`config.mk`:
```
export PLATFORM = sky130hd
export DESIGN_NAME = virtual_fat16_table_generator
export DESIGN_NICKNAME = d
export VERILOG_FILES = /design/src/rtl/vft_pkg.sv /design/src/rtl/vft_front.sv /design/src/rtl/vft_back.sv /design/src/rtl/virtual_fat16_table_generator.sv
export SDC_FILE = /design/constraint.sdc
export NUM_CORES = 1
export LEC_CHECK = 0
export BUFFER_PORTS_ARGS = -buffer_cell sky130_fd_sc_hd__buf_2
export CELL_PAD_IN_SITES_DETAIL_PLACEMENT = 0
export CELL_PAD_IN_SITES_GLOBAL_PLACEMENT = 2
export CORE_ASPECT_RATIO = 1.75
export CORE_MARGIN = 2
export CORE_UTILIZATION = 46
export DETAILED_ROUTE_END_ITERATION = 8
export PLACE_DENSITY = 0.88
export SYNTH_ARGS = -nofsm -noshare
export SYNTH_HDL_FRONTEND = slang
export SYNTH_SLANG_ARGS = --single-unit
```
`constraint.sdc`:
```
create_clock -name clk_i -period 20 [get_ports clk_i]
set_clock_uncertainty 0.15 [all_clocks]
set_input_delay 5 -clock clk_i [delete_from_list [all_inputs] [get_ports clk_i]]
set_output_delay 5 -clock clk_i [all_outputs]
set_load 0.005 [all_outputs]
```
`src/rtl/vft_pkg.sv`:
```
// Package for the virtual FAT16 table generator.
// Holds sizing constants, FAT codes and the command type passed front to back.
// No dependencies.
package vft_pkg;

  localparam int MAX_FILES     = 16;
  localparam int CLUSTER_BYTES = 4096;

  localparam int OP_W      = 1;
  localparam int SLOT_W    = 4;
  localparam int LEN_W     = 24;
  localparam int IDX_W     = 16;
  localparam int VAL_W     = 16;

  // Slot address width inside the count store
  localparam int SADDR_W   = (MAX_FILES > 1) ? $clog2(MAX_FILES) : 1;
  localparam int CB_SHIFT  = $clog2(CLUSTER_BYTES);
  localparam int MAX_CNT   = ((1 << LEN_W) - 1 + CLUSTER_BYTES - 1) / CLUSTER_BYTES;
  localparam int CNT_W     = $clog2(MAX_CNT + 1);
  localparam int FIRST_CL  = 2;
  // Running cluster number never exceeds first cluster plus all counts
  localparam int CL_W      = $clog2(MAX_FILES * MAX_CNT + FIRST_CL + 1);

  localparam logic [OP_W-1:0]  OP_LOAD = 1'b0;
  localparam logic [OP_W-1:0]  OP_READ = 1'b1;

  localparam logic [7:0]       FAT_MEDIA = 8'hF8;
  localparam logic [VAL_W-1:0] FAT_EOC   = {8'hFF, FAT_MEDIA};
  localparam logic [VAL_W-1:0] FAT_CLEAN = 16'h8000 | 16'h4000;
  localparam logic [VAL_W-1:0] FAT_BAD   = 16'hFFF7;

  typedef enum logic [1:0] {
    CMD_LOAD,
    CMD_READ,
    CMD_EOC,
    CMD_CLEAN
  } cmd_kind_e;

  typedef struct packed {
    cmd_kind_e          kind;
    logic [SADDR_W-1:0] slot;
    logic               slot_ok;
    logic [CNT_W-1:0]   count;
    logic [IDX_W-1:0]   idx;
  } cmd_t;

endpackage

```
`src/rtl/vft_front.sv`:
```
// Front end of the FAT16 table generator: accepts items, classifies them and
// queues them for the back end in a two-entry command queue.
// Depends on vft_pkg.
module vft_front (
  input  logic                       clk_i,
  input  logic                       rst_ni,
  input  logic                       push,
  output logic                       full,
  input  logic [vft_pkg::OP_W-1:0]   operation_i,
  input  logic [vft_pkg::SLOT_W-1:0] slot_i,
  input  logic [vft_pkg::LEN_W-1:0]  file_length_i,
  input  logic [vft_pkg::IDX_W-1:0]  entry_index_i,
  output logic                       cmd_valid_o,
  output vft_pkg::cmd_t              cmd_o,
  input  logic                       cmd_pop_i
);

  vft_pkg::cmd_t              cmd_in;
  vft_pkg::cmd_t              mem_q [2];
  logic                       wr_q, wr_d, rd_q, rd_d;
  logic [1:0]                 cnt_q, cnt_d;
  logic                       do_push, do_pop;
  logic [vft_pkg::LEN_W:0]    len_up;

  // Round the length up to whole clusters
  assign len_up = {1'b0, file_length_i} + (vft_pkg::LEN_W+1)'(vft_pkg::CLUSTER_BYTES - 1);

  // Classify the incoming item
  always_comb begin
    cmd_in.slot    = vft_pkg::SADDR_W'(slot_i);
    cmd_in.slot_ok = (int'(slot_i) < vft_pkg::MAX_FILES);
    cmd_in.count   = vft_pkg::CNT_W'(len_up >> vft_pkg::CB_SHIFT);
    cmd_in.idx     = entry_index_i;
    if (operation_i == vft_pkg::OP_LOAD) begin
      cmd_in.kind = vft_pkg::CMD_LOAD;
    end else if (entry_index_i == vft_pkg::IDX_W'(0)) begin
      cmd_in.kind = vft_pkg::CMD_EOC;
    end else if (entry_index_i == vft_pkg::IDX_W'(1)) begin
      cmd_in.kind = vft_pkg::CMD_CLEAN;
    end else begin
      cmd_in.kind = vft_pkg::CMD_READ;
    end
  end

  assign full        = (cnt_q == 2'd2);
  assign cmd_valid_o = (cnt_q != 2'd0);
  assign cmd_o       = mem_q[rd_q];
  assign do_push     = push && !full;
  assign do_pop      = cmd_pop_i && cmd_valid_o;

  // Advance queue pointers and fill count
  always_comb begin
    wr_d  = do_push ? ~wr_q : wr_q;
    rd_d  = do_pop ? ~rd_q : rd_q;
    cnt_d = cnt_q + 2'(do_push) - 2'(do_pop);
  end

  always_ff @(posedge clk_i or negedge rst_ni) begin
    if (!rst_ni) begin
      wr_q  <= 1'b0;
      rd_q  <= 1'b0;
      cnt_q <= 2'd0;
    end else begin
      wr_q  <= wr_d;
      rd_q  <= rd_d;
      cnt_q <= cnt_d;
    end
  end

  // Store the classified command
  always_ff @(posedge clk_i) begin
    if (do_push) begin
      mem_q[wr_q] <= cmd_in;
    end
  end

endmodule

```
`src/rtl/vft_back.sv`:
```
// Back end of the FAT16 table generator: applies loads to the count store,
// walks the file slots for reads and buffers results in a two-entry queue.
// Depends on vft_pkg.
module vft_back (
  input  logic                      clk_i,
  input  logic                      rst_ni,
  input  logic                      cmd_valid_i,
  input  vft_pkg::cmd_t             cmd_i,
  output logic                      cmd_pop_o,
  output logic                      empty,
  input  logic                      pop,
  output logic [vft_pkg::VAL_W-1:0] entry_value_o
);

  localparam logic [1:0] ST_IDLE = 2'd0;
  localparam logic [1:0] ST_WALK = 2'd1;
  localparam logic [1:0] ST_EMIT = 2'd2;

  logic [1:0]                   state_q, state_d;
  logic [vft_pkg::CNT_W-1:0]    counts_q [vft_pkg::MAX_FILES];
  logic [vft_pkg::SADDR_W-1:0]  slot_q, slot_d;
  logic [vft_pkg::CL_W-1:0]     cluster_q, cluster_d;
  logic [vft_pkg::IDX_W-1:0]    idx_q, idx_d;
  logic [vft_pkg::VAL_W-1:0]    res_q, res_d;

  logic [vft_pkg::CNT_W-1:0]    cnt;
  logic [vft_pkg::CL_W-1:0]     cl_end, idx_ext;
  logic                         hit, is_last, last_slot, load_we;

  logic [vft_pkg::VAL_W-1:0]    out_mem_q [2];
  logic                         out_wr_q, out_rd_q;
  logic [1:0]                   out_cnt_q;
  logic                         out_full, out_push, out_pop;

  // Test the current slot's cluster range
  assign cnt       = counts_q[slot_q];
  assign cl_end    = cluster_q + vft_pkg::CL_W'(cnt);
  assign idx_ext   = vft_pkg::CL_W'(idx_q);
  assign hit       = (cnt != '0) && (idx_ext >= cluster_q) && (idx_ext < cl_end);
  assign is_last   = (idx_ext == cl_end - vft_pkg::CL_W'(1));
  assign last_slot = (slot_q == vft_pkg::SADDR_W'(vft_pkg::MAX_FILES - 1));

  assign out_full  = (out_cnt_q == 2'd2);
  assign out_push  = (state_q == ST_EMIT) && !out_full;
  assign out_pop   = pop && !empty;
  assign cmd_pop_o = (state_q == ST_IDLE) && cmd_valid_i;
  assign load_we   = cmd_pop_o && (cmd_i.kind == vft_pkg::CMD_LOAD) && cmd_i.slot_ok;

  // Sequence one command at a time
  always_comb begin
    state_d   = state_q;
    slot_d    = slot_q;
    cluster_d = cluster_q;
    idx_d     = idx_q;
    res_d     = res_q;
    unique case (state_q)
      ST_IDLE: begin
        if (cmd_valid_i) begin
          unique case (cmd_i.kind)
            vft_pkg::CMD_LOAD: state_d = ST_IDLE;
            vft_pkg::CMD_EOC: begin
              res_d   = vft_pkg::FAT_EOC;
              state_d = ST_EMIT;
            end
            vft_pkg::CMD_CLEAN: begin
              res_d   = vft_pkg::FAT_CLEAN;
              state_d = ST_EMIT;
            end
            vft_pkg::CMD_READ: begin
              idx_d     = cmd_i.idx;
              slot_d    = '0;
              cluster_d = vft_pkg::CL_W'(vft_pkg::FIRST_CL);
              state_d   = ST_WALK;
            end
            default: state_d = ST_IDLE;
          endcase
        end
      end
      ST_WALK: begin
        cluster_d = cl_end;
        slot_d    = slot_q + vft_pkg::SADDR_W'(1);
        priority if (hit) begin
          res_d   = is_last ? vft_pkg::FAT_EOC : idx_q + vft_pkg::IDX_W'(1);
          state_d = ST_EMIT;
        end else if (last_slot) begin
          res_d   = vft_pkg::FAT_BAD;
          state_d = ST_EMIT;
        end else begin
          state_d = ST_WALK;
        end
      end
      ST_EMIT: begin
        if (!out_full) begin
          state_d = ST_IDLE;
        end
      end
      default: state_d = ST_IDLE;
    endcase
  end

  always_ff @(posedge clk_i or negedge rst_ni) begin
    if (!rst_ni) begin
      state_q <= ST_IDLE;
      for (int i = 0; i < vft_pkg::MAX_FILES; i++) begin
        counts_q[i] <= '0;
      end
    end else begin
      state_q <= state_d;
      if (load_we) begin
        counts_q[cmd_i.slot] <= cmd_i.count;
      end
    end
  end

  always_ff @(posedge clk_i) begin
    slot_q    <= slot_d;
    cluster_q <= cluster_d;
    idx_q     <= idx_d;
    res_q     <= res_d;
  end

  // Hold finished results until the receiver takes them
  assign empty         = (out_cnt_q == 2'd0);
  assign entry_value_o = out_mem_q[out_rd_q];

  always_ff @(posedge clk_i or negedge rst_ni) begin
    if (!rst_ni) begin
      out_wr_q  <= 1'b0;
      out_rd_q  <= 1'b0;
      out_cnt_q <= 2'd0;
    end else begin
      if (out_push) begin
        out_wr_q <= ~out_wr_q;
      end
      if (out_pop) begin
        out_rd_q <= ~out_rd_q;
      end
      out_cnt_q <= out_cnt_q + 2'(out_push) - 2'(out_pop);
    end
  end

  always_ff @(posedge clk_i) begin
    if (out_push) begin
      out_mem_q[out_wr_q] <= res_q;
    end
  end

endmodule

```
`src/rtl/virtual_fat16_table_generator.sv`:
```
// Top level of the virtual FAT16 table generator.
// Instantiates vft_front and vft_back; depends on vft_pkg.
//
// Usage: items enter through a queue-style port (push/full) and are taken
// at an edge with push high and full low. A load (operation 0) stores the
// cluster count of a file length in a slot and gives no result. A read
// (operation 1) gives one 16-bit FAT entry on entry_value_o, shown while
// empty is low and taken at an edge with pop high and empty low.
// Entries 0 and 1 pass through the command queue, the back end's result
// register and the output queue before empty goes low; other reads walk the
// file slots one per cycle from slot 0 in the back end up to the slot that
// holds the cluster; a bad entry comes after all 16 (MAX_FILES) slots are walked.
// The back end takes one command at a time: it applies a load as it takes
// it and holds any other command until its result enters the output queue.
// A two-entry command queue lets the front keep accepting during a walk.
// Reset clears all slot counts at once (no files) and empties both queues.
// When the receiver stalls, results fill a two-entry output queue, the back
// end holds its finished result, and full rises once the command queue is
// also full; nothing is dropped.
module virtual_fat16_table_generator (
  input  logic                       clk_i,
  input  logic                       rst_ni,
  input  logic                       push,
  output logic                       full,
  input  logic [vft_pkg::OP_W-1:0]   operation_i,
  input  logic [vft_pkg::SLOT_W-1:0] slot_i,
  input  logic [vft_pkg::LEN_W-1:0]  file_length_i,
  input  logic [vft_pkg::IDX_W-1:0]  entry_index_i,
  output logic                       empty,
  input  logic                       pop,
  output logic [vft_pkg::VAL_W-1:0]  entry_value_o
);

  logic          cmd_valid;
  logic          cmd_pop;
  vft_pkg::cmd_t cmd;

  vft_front u_front (
    .clk_i        (clk_i),
    .rst_ni       (rst_ni),
    .push         (push),
    .full         (full),
    .operation_i  (operation_i),
    .slot_i       (slot_i),
    .file_length_i(file_length_i),
    .entry_index_i(entry_index_i),
    .cmd_valid_o  (cmd_valid),
    .cmd_o        (cmd),
    .cmd_pop_i    (cmd_pop)
  );

  vft_back u_back (
    .clk_i        (clk_i),
    .rst_ni       (rst_ni),
    .cmd_valid_i  (cmd_valid),
    .cmd_i        (cmd),
    .cmd_pop_o    (cmd_pop),
    .empty        (empty),
    .pop          (pop),
    .entry_value_o(entry_value_o)
  );

  // An accepted item is waiting in the command queue in the next cycle
  a_push_lands: assert property (@(posedge clk_i) disable iff (!rst_ni)
    push && !full |=> cmd_valid)
    else $error("accepted item missing from command queue");

  // Back end takes commands only when one is present
  a_pop_valid: assert property (@(posedge clk_i) disable iff (!rst_ni)
    cmd_pop |-> cmd_valid)
    else $error("command popped from empty queue");

  // A command left waiting does not change
  a_cmd_hold: assert property (@(posedge clk_i) disable iff (!rst_ni)
    cmd_valid && !cmd_pop |=> cmd_valid && $stable(cmd))
    else $error("waiting command changed");

endmodule
```
==> results of run 1 <==
## synthesized netlist by cell type (all sizes together), types with 3 or more instances
cell and count:
mux2 34, a211oi 15, ha 52, a21o 15, a41oi 11, nor4b 3, a211o 3, a31oi 5
edfxtp 155, inv 41, o21ai 173, xnor2 34, mux2i 32, buf 16, o221ai 4, a31o 4
o21a 12, nand2b 9, and3 12, clkbuf 77, nor2b 19, or2 4, nand4 9, o2111ai 5
xor2 25, a221oi 4, o31ai 3, or3 4, a21oi 78, a311oi 3, nor4 13, nand3 26
and2 8, dfrtp 218, nand2 202, mux4 54, o211ai 6, nor3 14, nor2 113, nor3b 4
and4 3
## cell families (layout without fill, tap and decap cells)
group	count (synthesis)	count (layout)	share of synthesized area, %
xor gates and xnor gates	59	59	3.00
AOI/OAI and AO/OA	363	363	12.7
DFF	373	373	55.8
adders and majority gates	53	53	3.70
and+or+nand+nor	448	448	11.2
muxes	120	120	10.6
buffers and inverters	134	196	2.92
## worst register-to-register path, delay by kind of cell, from the launching register on
| kind | cells | cell delay [ns] |
|---|---|---|
| AOI/OAI and AO/OA | 9 | 2.73 |
| adders and majority gates | 3 | 1.09 |
| buffers and inverters | 2 | 1.03 |
| muxes | 1 | 0.61 |
| and+or+nand+nor | 4 | 1.55 |
| DFF | 1 | 0.32 |
## final timing paths
| kind | end | cells past startpoint |
|---|---|---|
| max | u_back.res_q[14]$_SDFFCE_PP1P_ | 19 |
| min | u_back.out_mem_q[0][14]$_DFFE_PP_ | 0 |
| max reg2reg | u_back.res_q[14]$_SDFFCE_PP1P_ | 19 |
| min reg2reg | u_back.out_mem_q[0][14]$_DFFE_PP_ | 0 |
| max in group asynchronous | u_back.counts_q[112]$_DFFE_PN0P_ | 3 |
| min in group asynchronous | u_back.out_cnt_q[1]$_DFF_PN0_ | 1 |
## state kept, by name, indices dropped and copies added, names as in the netlist, 2 cells and up
name and cells:
u_back.counts_q 208, u_front.mem_q 70, u_back.out_mem_q 32, u_back.cluster_q 17, u_back.idx_q 16, u_back.res_q 16, u_back.slot_q 4, u_back.out_cnt_q 2
u_back.state_q 2, u_front.cnt_q 2
## report_power, final
group	internal, uW	switching, uW	leakage (uW)
clock	410	292	0.000601
combinational	769	1100	0.00330
sequential	1110	159	0.00431
## routing by layer
| metal | routed length (um) | global-route usage, % |
|---|---|---|
| met1 | 15000 | 21.6 |
| met2 | 23600 | 41.3 |
| met3 | 1250 | 2.37 |
| met4 | 2180 | 10.4 |
| met5 | 0 | 0 |
## cell type report
class | instances | area [um2]
fillers | 3449 | 18900
multi-input cells | 1043 | 7490
inverters | 41 | 154
well taps | 490 | 613
clock buffers | 51 | 1060
repair buffers | 91 | 528
clock inverters | 13 | 161
flip-flops and latches | 373 | 10100
## stage by stage
stage	cell area (um2)	hold slack [ns]	util, %	instances
after floorplan	18100	0.271	-	1550
after global placement	18900	0.273	48.4	2037
after detailed placement	18900	0.285	48.4	2037
after CTS	20100	0.299	51.5	2101
after global routing	20100	0.309	51.5	2102
final	20100	0.302	51.5	2102
==> results.py, run 1 <==
metrics = {
    "setup_path": {
        "crit_start": "u_back.slot_q[0]$_SDFFCE_PP0P_",
        "crit_type": "reg -> reg",
        "max_stage_delay_ns": 0.93,
        "r2r_start": "u_back.slot_q[0]$_SDFFCE_PP0P_",
        "path_cells": "buf_4, buf_4, mux4_2, nor2b_1, a211oi_1, a21oi_1, ha_1, fa_1, a21o_1, a311oi_4, nor4_1, a2111oi_4, ha_1, a211o_1, or3_1, a221oi_1, a211o_1, a21oi_1, nor2_1",
        "worstSetupStartpointType": "flip-flop",
        "critPathArrivalTime_ns": 7.87,
        "critPathTopFamily": "compound AO/OA/AOI/OAI gates",
        "worstPathMaxFanout": 33,
        "reg2reg_setup_slack_ns": 12.12,
        "crit_required_ns": 19.99,
        "cp_slowest_cell": "nor2_1",
        "path_buf_inv": 2,
        "cp-end-kind": "flip-flop",
    },
    "place": {
        "portBuffers": 66,
        "dpl.hpwl_mm": 29.6,
        "place.gp.congestion": 0.855,
        "place_ws_ns": 12.10,
    },
    "yosys": {
        "syn_nets": 1652,
        "syn-mean-instance-area_um2": 11.7,
        "netlist_area_um2": 18100,
        "synth_cell_types": 80,
        "netlist_top_cells_area": "dfrtp_1, edfxtp_1, mux4_2",
        "synth_seq_area_share_pct": 55.8,
        "synth_top_area_cell": "dfrtp_1",
        "synth-seq-cells": 373,
        "yosys_warnings": 0,
        "synth_top_area_share_pct": 30.1,
        "postSynthCellCount": 1550,
        "synth_edf_count": 155,
        "synth_ff_type": "dfrtp_1",
        "postSynth.asyncResetShare_pct": 58.4,
    },
    "clocking": {
        "insertion_delay_ns": 0.54,
        "cts_buffers": 35,
        "clk_pin_slew_ns": 0.07,
        "htree_levels": 2,
        "cts.hold.buffers_added": 0,
        "cts_root_buffer": "clkbuf_16",
        "tritoncts": "done",
        "clockBufferDepth": 3,
        "cts.repair.resized": 0,
        "cts_setup_buffers": 0,
        "clock-sinks": 373,
    },
    "outcome": {
        "status": "completed",
    },
    "drt": {
        "route.vias.total": 11900,
        "drc": 0,
        "drt_wl_total_mm": 42.0,
        "vias_per_cell": 5.67,
        "drtAntennaViolNets": 0,
        "wl_per_cell_um": 20.0,
        "drt_first_iter_violations": 689,
        "first_pass_iters": 5,
    },
    "pwr": {
        "vdd_drop_max_mv": 0.0856,
        "leakagePower_uw": 0.00821,
        "p_total_uw": 3840,
        "powerDensity_nw_per_um2": 191,
    },
    "timing": {
        "postLayoutSetupSlackWorst_ns": 12.12,
        "period_minus_slack_ns": 7.88,
        "maxSlewViolCount": 0,
        "tns_ns": 0,
        "relSlewSlack_pct": 15.4,
        "hold_viol": 0,
        "worst_slew_pin_slew_ns": 1.23,
        "fmax_mhz": 127,
        "setup_viol": 0,
        "rsz0062_at_grt": "no",
        "finalCritPeriodShare_pct": 39.4,
    },
    "finish": {
        "mostFrequentLayoutCells": "dfrtp_1, nand2_1, o21ai_0",
        "layout-drive-gt1-share_pct": 17.1,
        "final_common_cell": "dfrtp_1",
        "nets": 1687,
        "syn_to_final_growth_pct": 11.1,
        "diodes": 0,
    },
    "grt": {
        "grt_overflow": 0,
        "antenna_found_initial": 0,
        "grt_pass1_wl_mm": 66.5,
        "grt_max_degree": 89,
        "grt_usage_pct": 21.0,
        "grt_pass1_vias": 12200,
    },
    "min_path": {
        "hold_path.startpoint": "u_back.res_q[14]$_SDFFCE_PP1P_",
        "hp-class": "reg -> reg",
    },
    "die": {
        "rows": 96,
        "ioPinCount": 67,
        "die_w_um": 154,
        "die-height_um": 266,
        "initial_core_util_pct": 46.4,
        "die-area_um2": 41000,
        "fp.coreArea_um2": 39000,
    },
    "job": {
        "cap_violations": 0,
    },
}
Note: power is estimated with default switching activity, not from simulation.
==> run 2: changes to the inputs <==
- ABC_AREA: default -> 1
- CORE_UTILIZATION: 46 -> 39
- PLACE_DENSITY: 0.88 -> 0.83
- clock period: 20 -> 7.37 ns (I/O delays scaled with it)
==> results.py, run 2 <==
metrics = {
    "outcome": {
        "status": "completed",
    },
    "finish": {
        "largest-register": "u_back.counts_q",
        "diodes": 0,
        "post-route-util_pct": 43.9,
        "largest_reg_flops": 208,
        "layout-drive-gt1-share_pct": 11.2,
        "final_common_cell": "nand2_1",
        "nets": 2274,
        "mostFrequentLayoutCells": "nand2_1, o21ai_0, dfrtp_1",
        "reg_top3": "u_back.counts_q: 208 flops, u_front.mem_q: 70 flops, u_back.out_mem_q: 32 flops",
        "syn_to_final_growth_pct": 11.3,
    },
    "clocking": {
        "cts_buffers": 37,
        "clock-sinks": 373,
        "cts_setup_buffers": 0,
        "cts_root_buffer": "clkbuf_16",
        "tritoncts": "done",
        "cts.repair.resized": 0,
        "clk_pin_slew_ns": 0.06,
        "clockBufferDepth": 3,
        "htree_levels": 2,
        "cts.hold.buffers_added": 0,
        "insertion_delay_ns": 0.55,
    },
    "timing": {
        "tns_ns": 0,
        "setup_viol": 0,
        "period_minus_slack_ns": 5.87,
        "relSlewSlack_pct": 24.0,
        "rsz0062_at_grt": "no",
        "maxSlewViolCount": 0,
        "finalCritPeriodShare_pct": 79.6,
        "worst_slew_pin_slew_ns": 1.14,
        "fmax_mhz": 170,
        "hold_viol": 0,
        "hold_ws_ns": 0.296,
    },
    "yosys": {
        "synth_ff_type": "dfrtp_1",
        "synth_top_area_share_pct": 29.1,
        "yosys_warnings": 0,
        "postSynthCellCount": 2135,
        "synth-seq-cells": 373,
        "netlist_area_um2": 18800,
        "syn-mean-instance-area_um2": 8.79,
        "synth_cell_types": 51,
        "synth_seq_area_share_pct": 53.9,
        "syn_nets": 2237,
        "yosysMostFrequentCell": "nand2_1",
        "synth_top_area_cell": "dfrtp_1",
        "synth_common_cells": "nand2_1, o21ai_0, dfrtp_1, nor2_1, edfxtp_1",
        "postSynth.asyncResetShare_pct": 58.4,
        "netlist_top_cells_area": "dfrtp_1, edfxtp_1, nand2_1",
        "synth_edf_count": 155,
    },
    "drt": {
        "vias_per_cell": 5.22,
        "top_layer": "met5",
        "route.vias.total": 14600,
        "wl_per_cell_um": 19.2,
        "wl_met3_mm": 1.68,
        "drtAntennaViolNets": 0,
        "first_pass_iters": 7,
        "drt_wl_total_mm": 53.5,
        "drt_first_iter_violations": 901,
        "drc": 0,
        "m1WireLength_mm": 19.0,
        "met2_length_mm": 30.2,
    },
    "setup_path": {
        "crit_end": "u_back.res_q[8]$_DFFE_PP_",
        "cp-end-kind": "flip-flop",
        "worstPathMaxFanout": 46,
        "crit_start": "u_back.slot_q[0]$_SDFFCE_PP0P_",
        "worstSetupStartpointType": "flip-flop",
        "r2r_start": "u_back.slot_q[0]$_SDFFCE_PP0P_",
        "crit_required_ns": 7.52,
        "reg2reg_setup_slack_ns": 1.50,
        "reg2reg_to": "u_back.res_q[8]$_DFFE_PP_",
        "crit_type": "reg -> reg",
        "critPathArrivalTime_ns": 6.01,
        "rr_worst_depth": 26,
    },
    "job": {
        "cap_violations": 0,
    },
    "die": {
        "ioPinCount": 67,
        "fp.coreArea_um2": 47600,
        "rows": 106,
        "die-area_um2": 49900,
        "initial_core_util_pct": 39.4,
        "die_w_um": 170,
        "die-height_um": 294,
    },
    "grt": {
        "grt_usage_pct": 21.7,
        "grt_overflow": 0,
        "grt_pass1_wl_mm": 82.6,
        "grt_pass1_vias": 14600,
        "grt_max_degree": 186,
        "antenna_found_initial": 1,
    },
    "place": {
        "dpl.hpwl_mm": 38.0,
        "place.gp.congestion": 0.865,
        "portBuffers": 66,
    },
    "min_path": {
        "hp-class": "reg -> reg",
    },
}
-- run 2: through the flow --
stage / cells / setup WS, ns / area [um2]
finish: 2790 / 1.50 / 20900
global route: 2790 / 0.826 / 20900
CTS: 2790 / 1.44 / 20900
detailed placement: 2727 / 1.43 / 19700
global placement: 2727 / 1.40 / 19700
floorplan: 2135 / 2.84 / 18800
-- run 2: routing by layer --
layer  GRT usage [%]  up-vias
met5               0        -
met4            10.6        2
met3            2.17      112
met2            43.0      284
met1            22.3     6989
li1                -     7182
-- run 2: how the worst min path moves through the flow --
stage / from / end / depth (start not counted)
2_1_floorplan: u_back.res_q[0]$_SDFFCE_PP0P_ / u_back.out_mem_q[0][0]$_DFFE_PP_ / 0
3_3_place_gp: u_back.res_q[13]$_DFFE_PP_ / u_back.out_mem_q[0][13]$_DFFE_PP_ / 0
3_5_place_dp: u_back.res_q[12]$_DFFE_PP_ / u_back.out_mem_q[0][12]$_DFFE_PP_ / 0
4_1_cts: u_back.res_q[12]$_DFFE_PP_ / u_back.out_mem_q[0][12]$_DFFE_PP_ / 0
5_1_grt: u_back.res_q[12]$_DFFE_PP_ / u_back.out_mem_q[0][12]$_DFFE_PP_ / 0
6_report: u_back.res_q[12]$_DFFE_PP_ / u_back.out_mem_q[0][12]$_DFFE_PP_ / 0
-- run 2: area by class of cell --
class / count / area, um2
Clock buffer: 48 / 1020
Fill cell: 4602 / 26700
Inverter: 150 / 566
Clock inverter: 15 / 159
Multi-Input combinational cell: 1512 / 7670
Tap cell: 594 / 743
Sequential cell: 373 / 10100
Timing Repair Buffer: 98 / 618
-- run 2: kinds of logic after synthesis --
group | synth area share, %
AO/OA/AOI/OAI | 12.0
XOR/XNOR | 1.49
adder cells (fa/ha/maj) | 3.57
buffers and inverters | 5.37
flip-flops | 53.9
multiplexers | 0.693
AND/OR/NAND/NOR | 23.0
-- run 2: critical path, stage by stage (launching register included) --
cell      delay [ns]
edfxtp_1        0.44
inv_2           0.66
buf_12          0.31
o21ai_0         0.11
o22ai_1         0.25
nand2_1         0.11
nand3_1         0.19
ha_1            0.32
nand2_1         0.14
inv_1           0.05
a21oi_1         0.26
nand3_1         0.13
nand2_1         0.09
nand2_1         0.13
ha_1            0.34
inv_1           0.08
nor3_1          0.05
a211oi_1        0.28
a21oi_1         0.12
o21ai_0         0.17
nand2_1         0.08
nand2_1         0.07
nand2_1         0.13
nor2_1          0.67
nand3_1         0.16
nand2_1         0.09
inv_1           0.04
Power of run 2 is not shown: default switching activity piles up to over one toggle a cycle in this logic, so the estimate is an artifact.
